[src/sv/mdag_pkg.sv]
// Shared types, codes and pattern tables of the DMA address generator.
`default_nettype none

package mdag_pkg;

  // Channel count and index width
  localparam int CHANNELS = 8;
  localparam int CHAN_W   = 3;
  localparam logic [7:0] CHAN_MASK = 8'((1 << CHANNELS) - 1);

  // Request commands as they arrive on the input channel
  localparam logic [1:0] CMD_WRITE = 2'd0;
  localparam logic [1:0] CMD_START = 2'd1;
  localparam logic [1:0] CMD_STEP  = 2'd2;

  // Register indexes of a channel
  localparam logic [2:0] REG_CTRL   = 3'd0;
  localparam logic [2:0] REG_BPORT  = 3'd1;
  localparam logic [2:0] REG_A_LO   = 3'd2;
  localparam logic [2:0] REG_A_MID  = 3'd3;
  localparam logic [2:0] REG_A_BANK = 3'd4;
  localparam logic [2:0] REG_CNT_LO = 3'd5;
  localparam logic [2:0] REG_CNT_HI = 3'd6;

  // A address step codes (control bits 4..3)
  localparam logic [1:0] STEP_INC = 2'd0;
  localparam logic [1:0] STEP_DEC = 2'd2;

  // Highest transfer mode with a pattern
  localparam logic [2:0] MODE_MAX = 3'd4;

  // B-bus base address
  localparam logic [13:0] B_BASE = 14'h2100;

  // Queued request between front and back
  typedef struct packed {
    logic [1:0]        cmd;
    logic [CHAN_W-1:0] channel;
    logic [2:0]        reg_index;
    logic [7:0]        data;
  } qent_t;

  // Pattern length minus one for each mode
  function automatic logic [1:0] pat_mask(input logic [2:0] mode);
    logic [1:0] m;
    unique case (mode)
      3'd0:    m = 2'd0;
      3'd1:    m = 2'd1;
      3'd2:    m = 2'd1;
      3'd3:    m = 2'd3;
      3'd4:    m = 2'd3;
      default: m = 2'd0;
    endcase
    return m;
  endfunction

  // B address offset for a mode and pattern position
  function automatic logic [1:0] pat_off(input logic [2:0] mode, input logic [1:0] pos);
    logic [1:0] o;
    unique case (mode)
      3'd1:    o = {1'b0, pos[0]};
      3'd3:    o = {1'b0, pos[1]};
      3'd4:    o = pos;
      default: o = 2'd0;
    endcase
    return o;
  endfunction

endpackage

`default_nettype wire

[src/sv/mdag_front.sv]
// Front end: accepts requests, drops those without effect, queues the rest.
`default_nettype none

module mdag_front import mdag_pkg::*; (
  input  wire logic              clk,
  input  wire logic              rst_n,
  input  wire logic              in_valid,
  output logic                   in_stall,
  input  wire logic [1:0]        in_cmd,
  input  wire logic [CHAN_W-1:0] in_channel,
  input  wire logic [2:0]        in_reg_index,
  input  wire logic [7:0]        in_data,
  output logic                   q_valid,
  output qent_t                  q_entry,
  input  wire logic              q_pop
);

  qent_t      mem_r [2];
  logic       wr_ptr_r, wr_ptr_nxt;
  logic       rd_ptr_r, rd_ptr_nxt;
  logic [1:0] cnt_r, cnt_nxt;
  logic       keep;
  logic       push;
  logic       pop;

  // Classify: keep only requests that change state or may produce a transfer
  always_comb begin
    keep = 1'b0;
    unique case (in_cmd)
      CMD_WRITE: keep = (in_reg_index <= REG_CNT_HI) &&
                        ({1'b0, in_channel} < 4'(CHANNELS));
      CMD_START: keep = (in_data != 8'd0);
      CMD_STEP:  keep = 1'b1;
      default:   keep = 1'b0;
    endcase
  end

  assign in_stall = cnt_r[1];
  assign push     = in_valid && !in_stall && keep;
  assign pop      = q_pop && q_valid;
  assign q_valid  = (cnt_r != 2'd0);
  assign q_entry  = mem_r[rd_ptr_r];

  // Advance pointers and fill count
  always_comb begin
    wr_ptr_nxt = wr_ptr_r ^ push;
    rd_ptr_nxt = rd_ptr_r ^ pop;
    cnt_nxt    = cnt_r + {1'b0, push} - {1'b0, pop};
  end

  always_ff @(posedge clk) begin
    if (!rst_n) begin
      wr_ptr_r <= 1'b0;
      rd_ptr_r <= 1'b0;
      cnt_r    <= 2'd0;
    end else begin
      wr_ptr_r <= wr_ptr_nxt;
      rd_ptr_r <= rd_ptr_nxt;
      cnt_r    <= cnt_nxt;
    end
  end

  // Store the request payload
  always_ff @(posedge clk) begin
    if (push) begin
      mem_r[wr_ptr_r] <= '{cmd: in_cmd, channel: in_channel,
                           reg_index: in_reg_index, data: in_data};
    end
  end

endmodule

`default_nettype wire

[src/sv/mdag_back.sv]
// Back end: channel registers, transfer sequencing and the result register.
`default_nettype none

module mdag_back import mdag_pkg::*; (
  input  wire logic              clk,
  input  wire logic              rst_n,
  input  wire logic              q_valid,
  input  wire qent_t             q_entry,
  output logic                   q_pop,
  output logic                   out_valid,
  input  wire logic              out_stall,
  output logic [23:0]            out_a_address,
  output logic [13:0]            out_b_address,
  output logic                   out_b_to_a,
  output logic [CHAN_W-1:0]      out_from_channel,
  output logic                   out_channel_last,
  output logic                   out_all_done
);

  logic [7:0]  ctl_r   [CHANNELS], ctl_nxt   [CHANNELS];
  logic [7:0]  port_r  [CHANNELS], port_nxt  [CHANNELS];
  logic [23:0] addr_r  [CHANNELS], addr_nxt  [CHANNELS];
  logic [15:0] count_r [CHANNELS], count_nxt [CHANNELS];
  logic [7:0]  armed_r, armed_nxt;
  logic [1:0]  ppos_r, ppos_nxt;

  logic              ovalid_r, ovalid_nxt;
  logic [23:0]       oa_r, oa_nxt;
  logic [13:0]       ob_r, ob_nxt;
  logic              odir_r, odir_nxt;
  logic [CHAN_W-1:0] och_r, och_nxt;
  logic              olast_r, olast_nxt;
  logic              odone_r, odone_nxt;

  logic              go;
  logic [7:0]        run;
  logic [7:0]        start_run;
  logic [CHAN_W:0]   low_before;
  logic [CHAN_W:0]   low_run;
  logic [CHAN_W-1:0] sel;
  logic [7:0]        sel_ctl;
  logic [2:0]        sel_mode;
  logic [1:0]        sel_mask;
  logic [1:0]        pos;
  logic [23:0]       sel_addr;
  logic [15:0]       new_low;
  logic [15:0]       new_count;
  logic              last;
  logic [7:0]        armed_after;

  // Lowest set bit, top bit flags an empty mask
  function automatic logic [CHAN_W:0] lowest(input logic [7:0] m);
    logic [CHAN_W:0] r;
    r = {1'b1, {CHAN_W{1'b0}}};
    for (int i = CHANNELS - 1; i >= 0; i--) begin
      if (m[i]) r = {1'b0, CHAN_W'(i)};
    end
    return r;
  endfunction

  // Runnable channels: armed, count nonzero, mode with a pattern
  always_comb begin
    for (int i = 0; i < CHANNELS; i++) begin
      run[i]       = armed_r[i] && (count_r[i] != 16'd0) && (ctl_r[i][2:0] <= MODE_MAX);
      start_run[i] = q_entry.data[i] && (count_r[i] != 16'd0) &&
                     (ctl_r[i][2:0] <= MODE_MAX);
    end
    for (int i = CHANNELS; i < 8; i++) begin
      run[i]       = 1'b0;
      start_run[i] = 1'b0;
    end
    run       = run & CHAN_MASK;
    start_run = start_run & CHAN_MASK;
  end

  // Select the transfer channel and work out its byte
  always_comb begin
    low_before = lowest(armed_r & CHAN_MASK);
    low_run    = lowest(run);
    sel        = low_run[CHAN_W-1:0];
    sel_ctl    = ctl_r[sel];
    sel_mode   = sel_ctl[2:0];
    sel_mask   = pat_mask(sel_mode);
    pos        = (low_before == low_run) ? (ppos_r & sel_mask) : 2'd0;
    sel_addr   = addr_r[sel];
    unique case (sel_ctl[4:3])
      STEP_INC: new_low = sel_addr[15:0] + 16'd1;
      STEP_DEC: new_low = sel_addr[15:0] - 16'd1;
      default:  new_low = sel_addr[15:0];
    endcase
    new_count   = count_r[sel] - 16'd1;
    last        = (new_count == 16'd0);
    armed_after = run & ~(last ? (8'd1 << sel) : 8'd0);
  end

  assign go    = !ovalid_r || !out_stall;
  assign q_pop = go;

  // Next state of the channel registers and the sequencer
  always_comb begin
    for (int i = 0; i < CHANNELS; i++) begin
      ctl_nxt[i]   = ctl_r[i];
      port_nxt[i]  = port_r[i];
      addr_nxt[i]  = addr_r[i];
      count_nxt[i] = count_r[i];
    end
    armed_nxt  = armed_r;
    ppos_nxt   = ppos_r;
    ovalid_nxt = go ? 1'b0 : ovalid_r;
    oa_nxt     = oa_r;
    ob_nxt     = ob_r;
    odir_nxt   = odir_r;
    och_nxt    = och_r;
    olast_nxt  = olast_r;
    odone_nxt  = odone_r;
    if (go && q_valid) begin
      unique case (q_entry.cmd)
        CMD_WRITE: begin
          unique case (q_entry.reg_index)
            REG_CTRL:   ctl_nxt[q_entry.channel]         = q_entry.data;
            REG_BPORT:  port_nxt[q_entry.channel]        = q_entry.data;
            REG_A_LO:   addr_nxt[q_entry.channel][7:0]   = q_entry.data;
            REG_A_MID:  addr_nxt[q_entry.channel][15:8]  = q_entry.data;
            REG_A_BANK: addr_nxt[q_entry.channel][23:16] = q_entry.data;
            REG_CNT_LO: count_nxt[q_entry.channel][7:0]  = q_entry.data;
            REG_CNT_HI: count_nxt[q_entry.channel][15:8] = q_entry.data;
            default: ;
          endcase
        end
        CMD_START: begin
          armed_nxt = start_run;
          ppos_nxt  = 2'd0;
        end
        CMD_STEP: begin
          // Drop channels that cannot run, then move one byte
          armed_nxt = run;
          if (low_before != low_run) ppos_nxt = 2'd0;
          if (!low_run[CHAN_W]) begin
            addr_nxt[sel]  = {sel_addr[23:16], new_low};
            count_nxt[sel] = new_count;
            armed_nxt      = armed_after;
            ppos_nxt       = last ? 2'd0 : ((pos + 2'd1) & sel_mask);
            ovalid_nxt     = 1'b1;
            oa_nxt         = sel_addr;
            ob_nxt         = B_BASE + {6'd0, port_r[sel]} + {12'd0, pat_off(sel_mode, pos)};
            odir_nxt       = sel_ctl[7];
            och_nxt        = sel;
            olast_nxt      = last;
            odone_nxt      = (armed_after == 8'd0);
          end
        end
        default: ;
      endcase
    end
  end

  always_ff @(posedge clk) begin
    if (!rst_n) begin
      for (int i = 0; i < CHANNELS; i++) begin
        ctl_r[i]   <= 8'd0;
        port_r[i]  <= 8'd0;
        addr_r[i]  <= 24'd0;
        count_r[i] <= 16'd0;
      end
      armed_r  <= 8'd0;
      ppos_r   <= 2'd0;
      ovalid_r <= 1'b0;
    end else begin
      for (int i = 0; i < CHANNELS; i++) begin
        ctl_r[i]   <= ctl_nxt[i];
        port_r[i]  <= port_nxt[i];
        addr_r[i]  <= addr_nxt[i];
        count_r[i] <= count_nxt[i];
      end
      armed_r  <= armed_nxt;
      ppos_r   <= ppos_nxt;
      ovalid_r <= ovalid_nxt;
    end
  end

  // Hold the result payload
  always_ff @(posedge clk) begin
    oa_r    <= oa_nxt;
    ob_r    <= ob_nxt;
    odir_r  <= odir_nxt;
    och_r   <= och_nxt;
    olast_r <= olast_nxt;
    odone_r <= odone_nxt;
  end

  assign out_valid        = ovalid_r;
  assign out_a_address    = oa_r;
  assign out_b_address    = ob_r;
  assign out_b_to_a       = odir_r;
  assign out_from_channel = och_r;
  assign out_channel_last = olast_r;
  assign out_all_done     = odone_r;

endmodule

`default_nettype wire

[src/sv/multichannel_dma_address_generator_top.sv]
// Top level of the eight-channel DMA address generator.
//
//   channel | direction | handshake          | payload
//   in_     | input     | in_valid/in_stall  | cmd, channel, reg_index, data
//   out_    | output    | out_valid/out_stall| a_address, b_address, b_to_a,
//           |           |                    | from_channel, channel_last, all_done
//
// One request per cycle is taken into a two-entry queue while in_stall is low; the
// back end takes it when out_stall does not hold a result, so a step's transfer
// passes from the queue entry into the output register.
// The back end executes one request per cycle unless out_stall holds a valid result,
// set by the single channel select and count update on the step path.
// Synchronous active-low reset clears all channel registers, the armed mask
// and the queue; no clearing pass is needed.
// in_stall rises only when the queue is full; out_stall holds the result.
`default_nettype none

module multichannel_dma_address_generator_top import mdag_pkg::*; (
  input  wire logic              clk,
  input  wire logic              rst_n,
  input  wire logic              in_valid,
  output logic                   in_stall,
  input  wire logic [1:0]        in_cmd,
  input  wire logic [CHAN_W-1:0] in_channel,
  input  wire logic [2:0]        in_reg_index,
  input  wire logic [7:0]        in_data,
  output logic                   out_valid,
  input  wire logic              out_stall,
  output logic [23:0]            out_a_address,
  output logic [13:0]            out_b_address,
  output logic                   out_b_to_a,
  output logic [CHAN_W-1:0]      out_from_channel,
  output logic                   out_channel_last,
  output logic                   out_all_done
);

  logic  q_valid;
  qent_t q_entry;
  logic  q_pop;

  mdag_front u_front (
    .clk          (clk),
    .rst_n        (rst_n),
    .in_valid     (in_valid),
    .in_stall     (in_stall),
    .in_cmd       (in_cmd),
    .in_channel   (in_channel),
    .in_reg_index (in_reg_index),
    .in_data      (in_data),
    .q_valid      (q_valid),
    .q_entry      (q_entry),
    .q_pop        (q_pop)
  );

  mdag_back u_back (
    .clk              (clk),
    .rst_n            (rst_n),
    .q_valid          (q_valid),
    .q_entry          (q_entry),
    .q_pop            (q_pop),
    .out_valid        (out_valid),
    .out_stall        (out_stall),
    .out_a_address    (out_a_address),
    .out_b_address    (out_b_address),
    .out_b_to_a       (out_b_to_a),
    .out_from_channel (out_from_channel),
    .out_channel_last (out_channel_last),
    .out_all_done     (out_all_done)
  );

endmodule

`default_nettype wire
[config.mk]
export PLATFORM = sky130hd
export DESIGN_NAME = multichannel_dma_address_generator_top
export DESIGN_NICKNAME = d
export VERILOG_FILES = /design/src/sv/mdag_pkg.sv /design/src/sv/mdag_front.sv /design/src/sv/mdag_back.sv /design/src/sv/multichannel_dma_address_generator_top.sv
export SDC_FILE = /design/constraint.sdc
export NUM_CORES = 2
export LEC_CHECK = 0
export BUFFER_PORTS_ARGS = -buffer_cell sky130_fd_sc_hd__clkbuf_2
export CAP_MARGIN = 40
export CORE_ASPECT_RATIO = 2
export CORE_MARGIN = 4
export CORE_UTILIZATION = 30
export CTS_BUF_LIST = sky130_fd_sc_hd__clkbuf_8 sky130_fd_sc_hd__clkbuf_16
export DETAILED_ROUTE_END_ITERATION = 10
export GPL_TIMING_DRIVEN = 0
export RECOVER_POWER = 50
export SYNTH_ARGS = -nofsm -noshare
export SYNTH_HDL_FRONTEND = slang
export SYNTH_SLANG_ARGS = --single-unit
[constraint.sdc]
create_clock -name clk -period 9.6 [get_ports clk]
set_clock_uncertainty 0.15 [all_clocks]
set_input_delay 0.48 -clock clk [delete_from_list [all_inputs] [get_ports clk]]
set_output_delay 0.48 -clock clk [all_outputs]
set_load 0.03 [all_outputs]
Word-level counts from Yosys, hierarchy flattened
Memory sizes are Yosys's and may differ from the RTL's. A register that Yosys moved wholly into a read port is not among the register bits.
Index checks and enable logic that the tools add are counted.
{"block": "classes", "n_eq_ne": 18, "n_mux": 111, "bitwise": 41, "addsub": 8, "reduce_logical": 63, "n_shift": 1, "order_cmp": 13}
{"operator": "$bwmux 192", "n": 4}
{"operator": "$pmux 192 s3", "n": 1}
{"operator": "$pmux 128 s2", "n": 2}
{"operator": "$bwmux 128", "n": 3}
{"operator": "$mux 192", "n": 2}
{"operator": "$mux 64", "n": 6}
{"operator": "$pmux 192 s2", "n": 1}
{"operator": "$demux 24 s3", "n": 4}
{"operator": "$mux 128", "n": 2}
{"operator": "$mux 24", "n": 10}
{"operator": "$mux 16", "n": 11}
{"operator": "$mux 8", "n": 21}
{"operator": "$demux 16 s3", "n": 3}
{"operator": "$bwmux 64", "n": 2}
{"operator": "$reduce_bool 16->1", "n": 8}
{"operator": "$mux 4", "n": 16}
{"operator": "$logic_and 1x1->1", "n": 37}
{"operator": "$or 1x1->1", "n": 32}
{"operator": "$pmux 16 s2", "n": 1}
{"operator": "$sub 16x1->16 const B", "n": 2}
{"operator": "$le 3x3->1 const B", "n": 9}
{"operator": "$demux 8 s3", "n": 1}
{"operator": "$add 16x1->16 const B", "n": 1}
{"operator": "$logic_not 16->1", "n": 1}
{"operator": "other kinds (38)", "n": 75}
{"block": "word_totals", "mem_count": 5, "regBits": 59, "mem_bits_rw": 480, "wordCells": 272, "output_inout_bits": 46}
{"name": "u_back.addr_r", "words": 8, "width": 24, "rd": 9, "rd_clocked_by_memory_dff": 0, "wr": 8, "line_no": "mdag_back.sv:22", "source": "logic [23:0] addr_r [CHANNELS], addr_nxt [CHANNELS];"}
{"name": "u_back.count_r", "words": 8, "width": 16, "rd": 9, "rd_clocked_by_memory_dff": 0, "wr": 8, "line_no": "mdag_back.sv:23", "source": "logic [15:0] count_r [CHANNELS], count_nxt [CHANNELS];"}
{"name": "u_back.ctl_r", "words": 8, "width": 8, "rd": 9, "rd_clocked_by_memory_dff": 0, "wr": 8, "line_no": "mdag_back.sv:20", "source": "logic [7:0] ctl_r [CHANNELS], ctl_nxt [CHANNELS];"}
{"name": "u_back.port_r", "words": 8, "width": 8, "rd": 9, "rd_clocked_by_memory_dff": 0, "wr": 8, "line_no": "mdag_back.sv:21", "source": "logic [7:0] port_r [CHANNELS], port_nxt [CHANNELS];"}
{"name": "u_front.mem_r", "words": 2, "width": 16, "rd": 1, "rd_clocked_by_memory_dff": 1, "wr": 1, "line_no": "mdag_front.sv:18", "source": "qent_t mem_r [2];"}

Logic depth before layout (Yosys ltp)
An unclocked memory read counts as a cell.
{"block": "logic_depth", "word_depth": 23, "mapped_depth": 29, "ltp_nobuf": 26}

Modules after synthesis
A second synthesis with hierarchy kept.
{"block": "unflattened", "hier_cells": 3482, "hier_area_um2": 29756.0}
{"module": "mdag_back", "seq_area_each_um2": 10069.7, "area_each_um2": 28257.1, "instances": 1, "cells_per_inst": 3401}
{"module": "mdag_front", "seq_area_each_um2": 1061.0, "area_each_um2": 1498.9, "instances": 1, "cells_per_inst": 81}

Worst setup path before layout
OpenSTA, ideal clock, no wires.
{"block": "synth_timing", "path_kind": "register to register", "from": "memory u_back.count_r[3][7]", "to": "memory u_back.addr_r[0][12]", "setup_time_ns": 0.116, "arrival_time_ns": 6.657, "path_stages_with_launch": 28, "required_ns": 9.334, "setup_slack_ns": 2.676, "n_path_buf": 2, "path_cell_list": "dfxtp_1 > or4_4 > o41a_1 > a211o_1 > o211a_2 > buf_6 > o21ai_2 > inv_2 > nand2_1 > a31oi_1 > o21ai_0 > buf_2 > nor2b_1 > ha_1 > a21o_1 > a21oi_1 > o21bai_1 > a21oi_1 > o21bai_1 > a21oi_1 > o21bai_1 > a21oi_1 > o21ai_0 > a21o_1 > xor2_1 > mux2i_1 > o221ai_1 > o211a_1"}
{"element": "from (decl)", "line_no": "mdag_back.sv:23"}
{"element": "to (decl)", "line_no": "mdag_back.sv:22"}

==> results.md <==
- #FFs+latches synth: 520
- I/O pins: between 60 and 70
- CTS max path bufs: 3
- Final min period: 9.43 ns
- Vias per inst: 6.75
- Core footprint: 92,900 um2
- IO Port Bufs: 61
- Critical path's slowest cell: nand4_1
- CP Data Required Time: 10.05 ns
- Nets@finish: 3,900
- Setup Buffers After CTS: 0
- Die Span Y: roughly 440 um
- Placed cell area: 32,000 um2
- LEAKAGE: 11.0 nW
- Worst EP arrival: 9.88 ns
- Relative slew slack: -0.317
- Final Hold Viols: 0
- Initial Utilization: 0.303
- Gr usage total: 0.405
- First-pass GRT wire length: 278 mm
- Worst-Margin Slew: 1.93 ns
- Ys flop type: dfxtp_1
- Die area: 99,200 um2
- Worst hold slack: 0.291 ns
- Clock Root Buffer: clkbuf_16
- Max Freq: 0.106 GHz
- Post-synth EDFFs: 72
- DRC errors left: 0
- Row count: 158
- Status: finished with violations
- Worst-path maximum fanout: 10
- Crit path launch type: flip-flop
- Async SR Flop Fraction: 0
- Iteration-0 DRC Markers: roughly 4.5k
- Fraction of layout cells with a size suffix above 1: 0.0942
- CTS buffer count: 52
- CP endpoint kind: flip-flop
- P&R area growth vs syn: 20.4%
- Pwr/cell area: between 200 and 300 nW/um2
- CP dominant cell by count: a21oi_1
- Worst min-delay path category: in2reg
- Sequential element share of the synthesized area: 0.395
- Number of global-route vias before repair: 33.1k
- Antenna-violating nets left: 0
- Synth warn: 0
- Antenna violations before repair: 16
- CTS tree: built
- Avg Inst Size Synth: 7.99 um2
- Largest net degree at the start of global routing: 27
- Wire per inst: 40.6 um
- GRT overflow: 0
- Routed Wire Length: between 200 and 250 mm
- Gp weighted congestion: between 1 and 1.5
- CTS sink cnt: 520
- Max Cap Viol: 1
- Fin. max-slew vios: 6
- CP max stage delay: about 0.65 ns
- Post-route cell area: 33,900 um2
- Failing checks: max-capacitance violations, max-slew violations
- WS Path Type: reg2reg
- H-tree Lvls: 2
- Clock latency on the worst-skew pair: 0.72 ns
- Detailed Place HPWL: 157 mm
- Die X-Extent: approximately 220 um
- Worst reg-to-reg setup slack: roughly 0.17 ns
- Final setup violation count: 0
- Synth Cell Area: ~28,000 um2
- Gate Count Post-Synth: 3,526
- Pre-Repair DR Iteration Count: 9
- VDD IR max: between 0.2 and 0.25 mV
- Synth cell types: 98
- Worst-path clk slew: about 0.070 ns
- Crit share post-route: 0.982
- Vias: about 34k
- RSZ-0062 raised after global routing: no
[sequential cells by signal (all words and copies together), names as in the netlist, 2 cells and up, named ones only]
name and flops:
u_back.count_r 128, u_back.out_b_address 10, u_back.out_a_address 24, u_front.mem_r 32, u_back.ppos_r 2, u_back.out_from_channel 3
u_back.addr_r 192, u_back.port_r 64, u_back.armed_r 8, u_back.ctl_r 48, u_front.cnt_r 2
[path summary, 6_finish.rpt]
path | startpoint | end | cells after the start
worst max-delay path | u_back.count_r[2][12]$_SDFFE_PN0P_ | u_back.addr_r[6][14]$_SDFFE_PN0P_ | 33
worst min-delay path | in_valid | u_front.wr_ptr_r$_SDFF_PN0_ | 6
worst max register to register | u_back.count_r[2][12]$_SDFFE_PN0P_ | u_back.addr_r[6][14]$_SDFFE_PN0P_ | 33
worst min register to register | u_back.port_r[6][0]$_SDFFE_PN0P_ | u_back.port_r[6][0]$_SDFFE_PN0P_ | 2
[metrics by stage]
step | total power, W | std cells | util | worst slack (ns) | setup TNS, ns
floorplan | 0.00429 | 3528 | - | 2.68 | 0
global placement | 0.00620 | 4789 | 0.323 | -1.94 | -104.82
detailed placement | 0.00661 | 4961 | 0.344 | -0.0875 | -0.428
CTS | 0.00880 | 5076 | 0.365 | 0.217 | 0
global route | 0.00920 | 5099 | 0.365 | 0.0165 | 0
finish | 0.00918 | 5105 | 0.365 | 0.172 | 0
[cells in the mapped netlist, types with 17 or more instances]
cell | number | area share
nor2_1 | 545 | 0.073
buf_1 | 24 | 0.0032
xnor2_1 | 19 | 0.0059
o22ai_1 | 97 | 0.022
a21oi_1 | 154 | 0.027
a22oi_1 | 210 | 0.056
o211ai_1 | 25 | 0.0067
o221ai_1 | 160 | 0.050
nor3_1 | 35 | 0.0062
dfxtp_1 | 448 | 0.32
inv_1 | 48 | 0.0064
ha_1 | 24 | 0.011
clkbuf_1 | 271 | 0.036
nand4_1 | 21 | 0.0047
and3_1 | 20 | 0.0044
nand3_1 | 125 | 0.022
xor2_1 | 17 | 0.0053
a31oi_1 | 50 | 0.011
mux2i_1 | 22 | 0.0078
o21ai_1 | 20 | 0.0036
edfxtp_1 | 72 | 0.077
o21ai_0 | 264 | 0.047
o22a_1 | 21 | 0.0065
nor4_1 | 31 | 0.0069
a211oi_1 | 180 | 0.048
nand2_1 | 339 | 0.045
[placed cells by master (no fill, tap or decap), types with 10 or more instances in the layout]
cell type and n:
buf_8 50, mux2_2 15, dlygate4sd3_1 17, xnor2_1 16, o21ai_0 261, clkbuf_1 349, nand3_1 125, nor4_1 30
o21ai_1 19, inv_1 59, clkbuf_16 54, ha_1 24, nor2_1 545, o2111ai_1 12, o221ai_1 160, a22o_1 15
buf_6 67, o211ai_1 25, xor2_1 18, o22a_1 21, o211a_1 10, a211oi_1 181, nor3_1 35, buf_2 23
nand4_1 21, buf_1 17, nand2_1 338, and4_1 10, a21oi_1 152, mux2i_1 13, clkinv_2 12, buf_4 53
o31ai_1 12, o22ai_1 97, a22oi_1 210, a31oi_1 48, edfxtp_1 72, dfxtp_1 448, and3_1 20
[per-layer routing]
metal	global-route usage	part of all wire	vias to the layer above
li1	-	-	14067
met1	0.364	0.29	16410
met2	0.665	0.46	2656
met3	0.121	0.088	1293
met4	0.479	0.16	10
met5	0.00298	0.00043	-
[where the power goes]
part	total (W)	internal [W]	switching, W
clock network	0.00223	0.00117	0.00106
logic	0.00441	0.00104	0.00337
registers	0.00255	0.00238	0.000167
[cell type report]
class | instances | area [um2]
Timing Repair Buffer | 273 | 2390
Tap cell | 1200 | 1500
Antenna cell | 7 | 17.5
Inverter | 53 | 199
Fill cell | 9934 | 59000
Clock buffer | 57 | 1390
Buffer | 310 | 1220
Clock inverter | 41 | 367
Sequential cell | 520 | 11100
Multi-Input combinational cell | 2644 | 15700
[critical path, delay by kind of cell, from the launching register on]
kind,cells,cell delay [ns]
buffers and inverters,10,2.61
AOI/OAI and AO/OA,17,3.81
DFF,1,0.38
xor gates and xnor gates,1,0.20
adders and majority gates,1,0.29
and+or+nand+nor,4,1.81
[timing repair]
| action | CTS | global route |
|---|---|---|
| endpoints found under the setup margin | 11 | 28 |
| gates resized for setup | 1 | 7 |
| pin swaps | 0 | 1 |
| hold endpoints to repair | 33 | 0 |
| hold buffers | 17 | 0 |
[kinds of logic (layout without fill, tap and decap cells)]
family / Yosys count / count (layout) / synth area share
DFF: 520 / 520 / 0.395
buffers and inverters: 364 / 734 / 0.0507
AOI/OAI and AO/OA: 1343 / 1343 / 0.333
xor gates and xnor gates: 37 / 37 / 0.0118
muxes: 37 / 37 / 0.0138
and+or+nand+nor: 1197 / 1197 / 0.184
adders and majority gates: 26 / 26 / 0.0121
other: 2 / 11 / 0.000266
(Power assumes the default switching activity.)
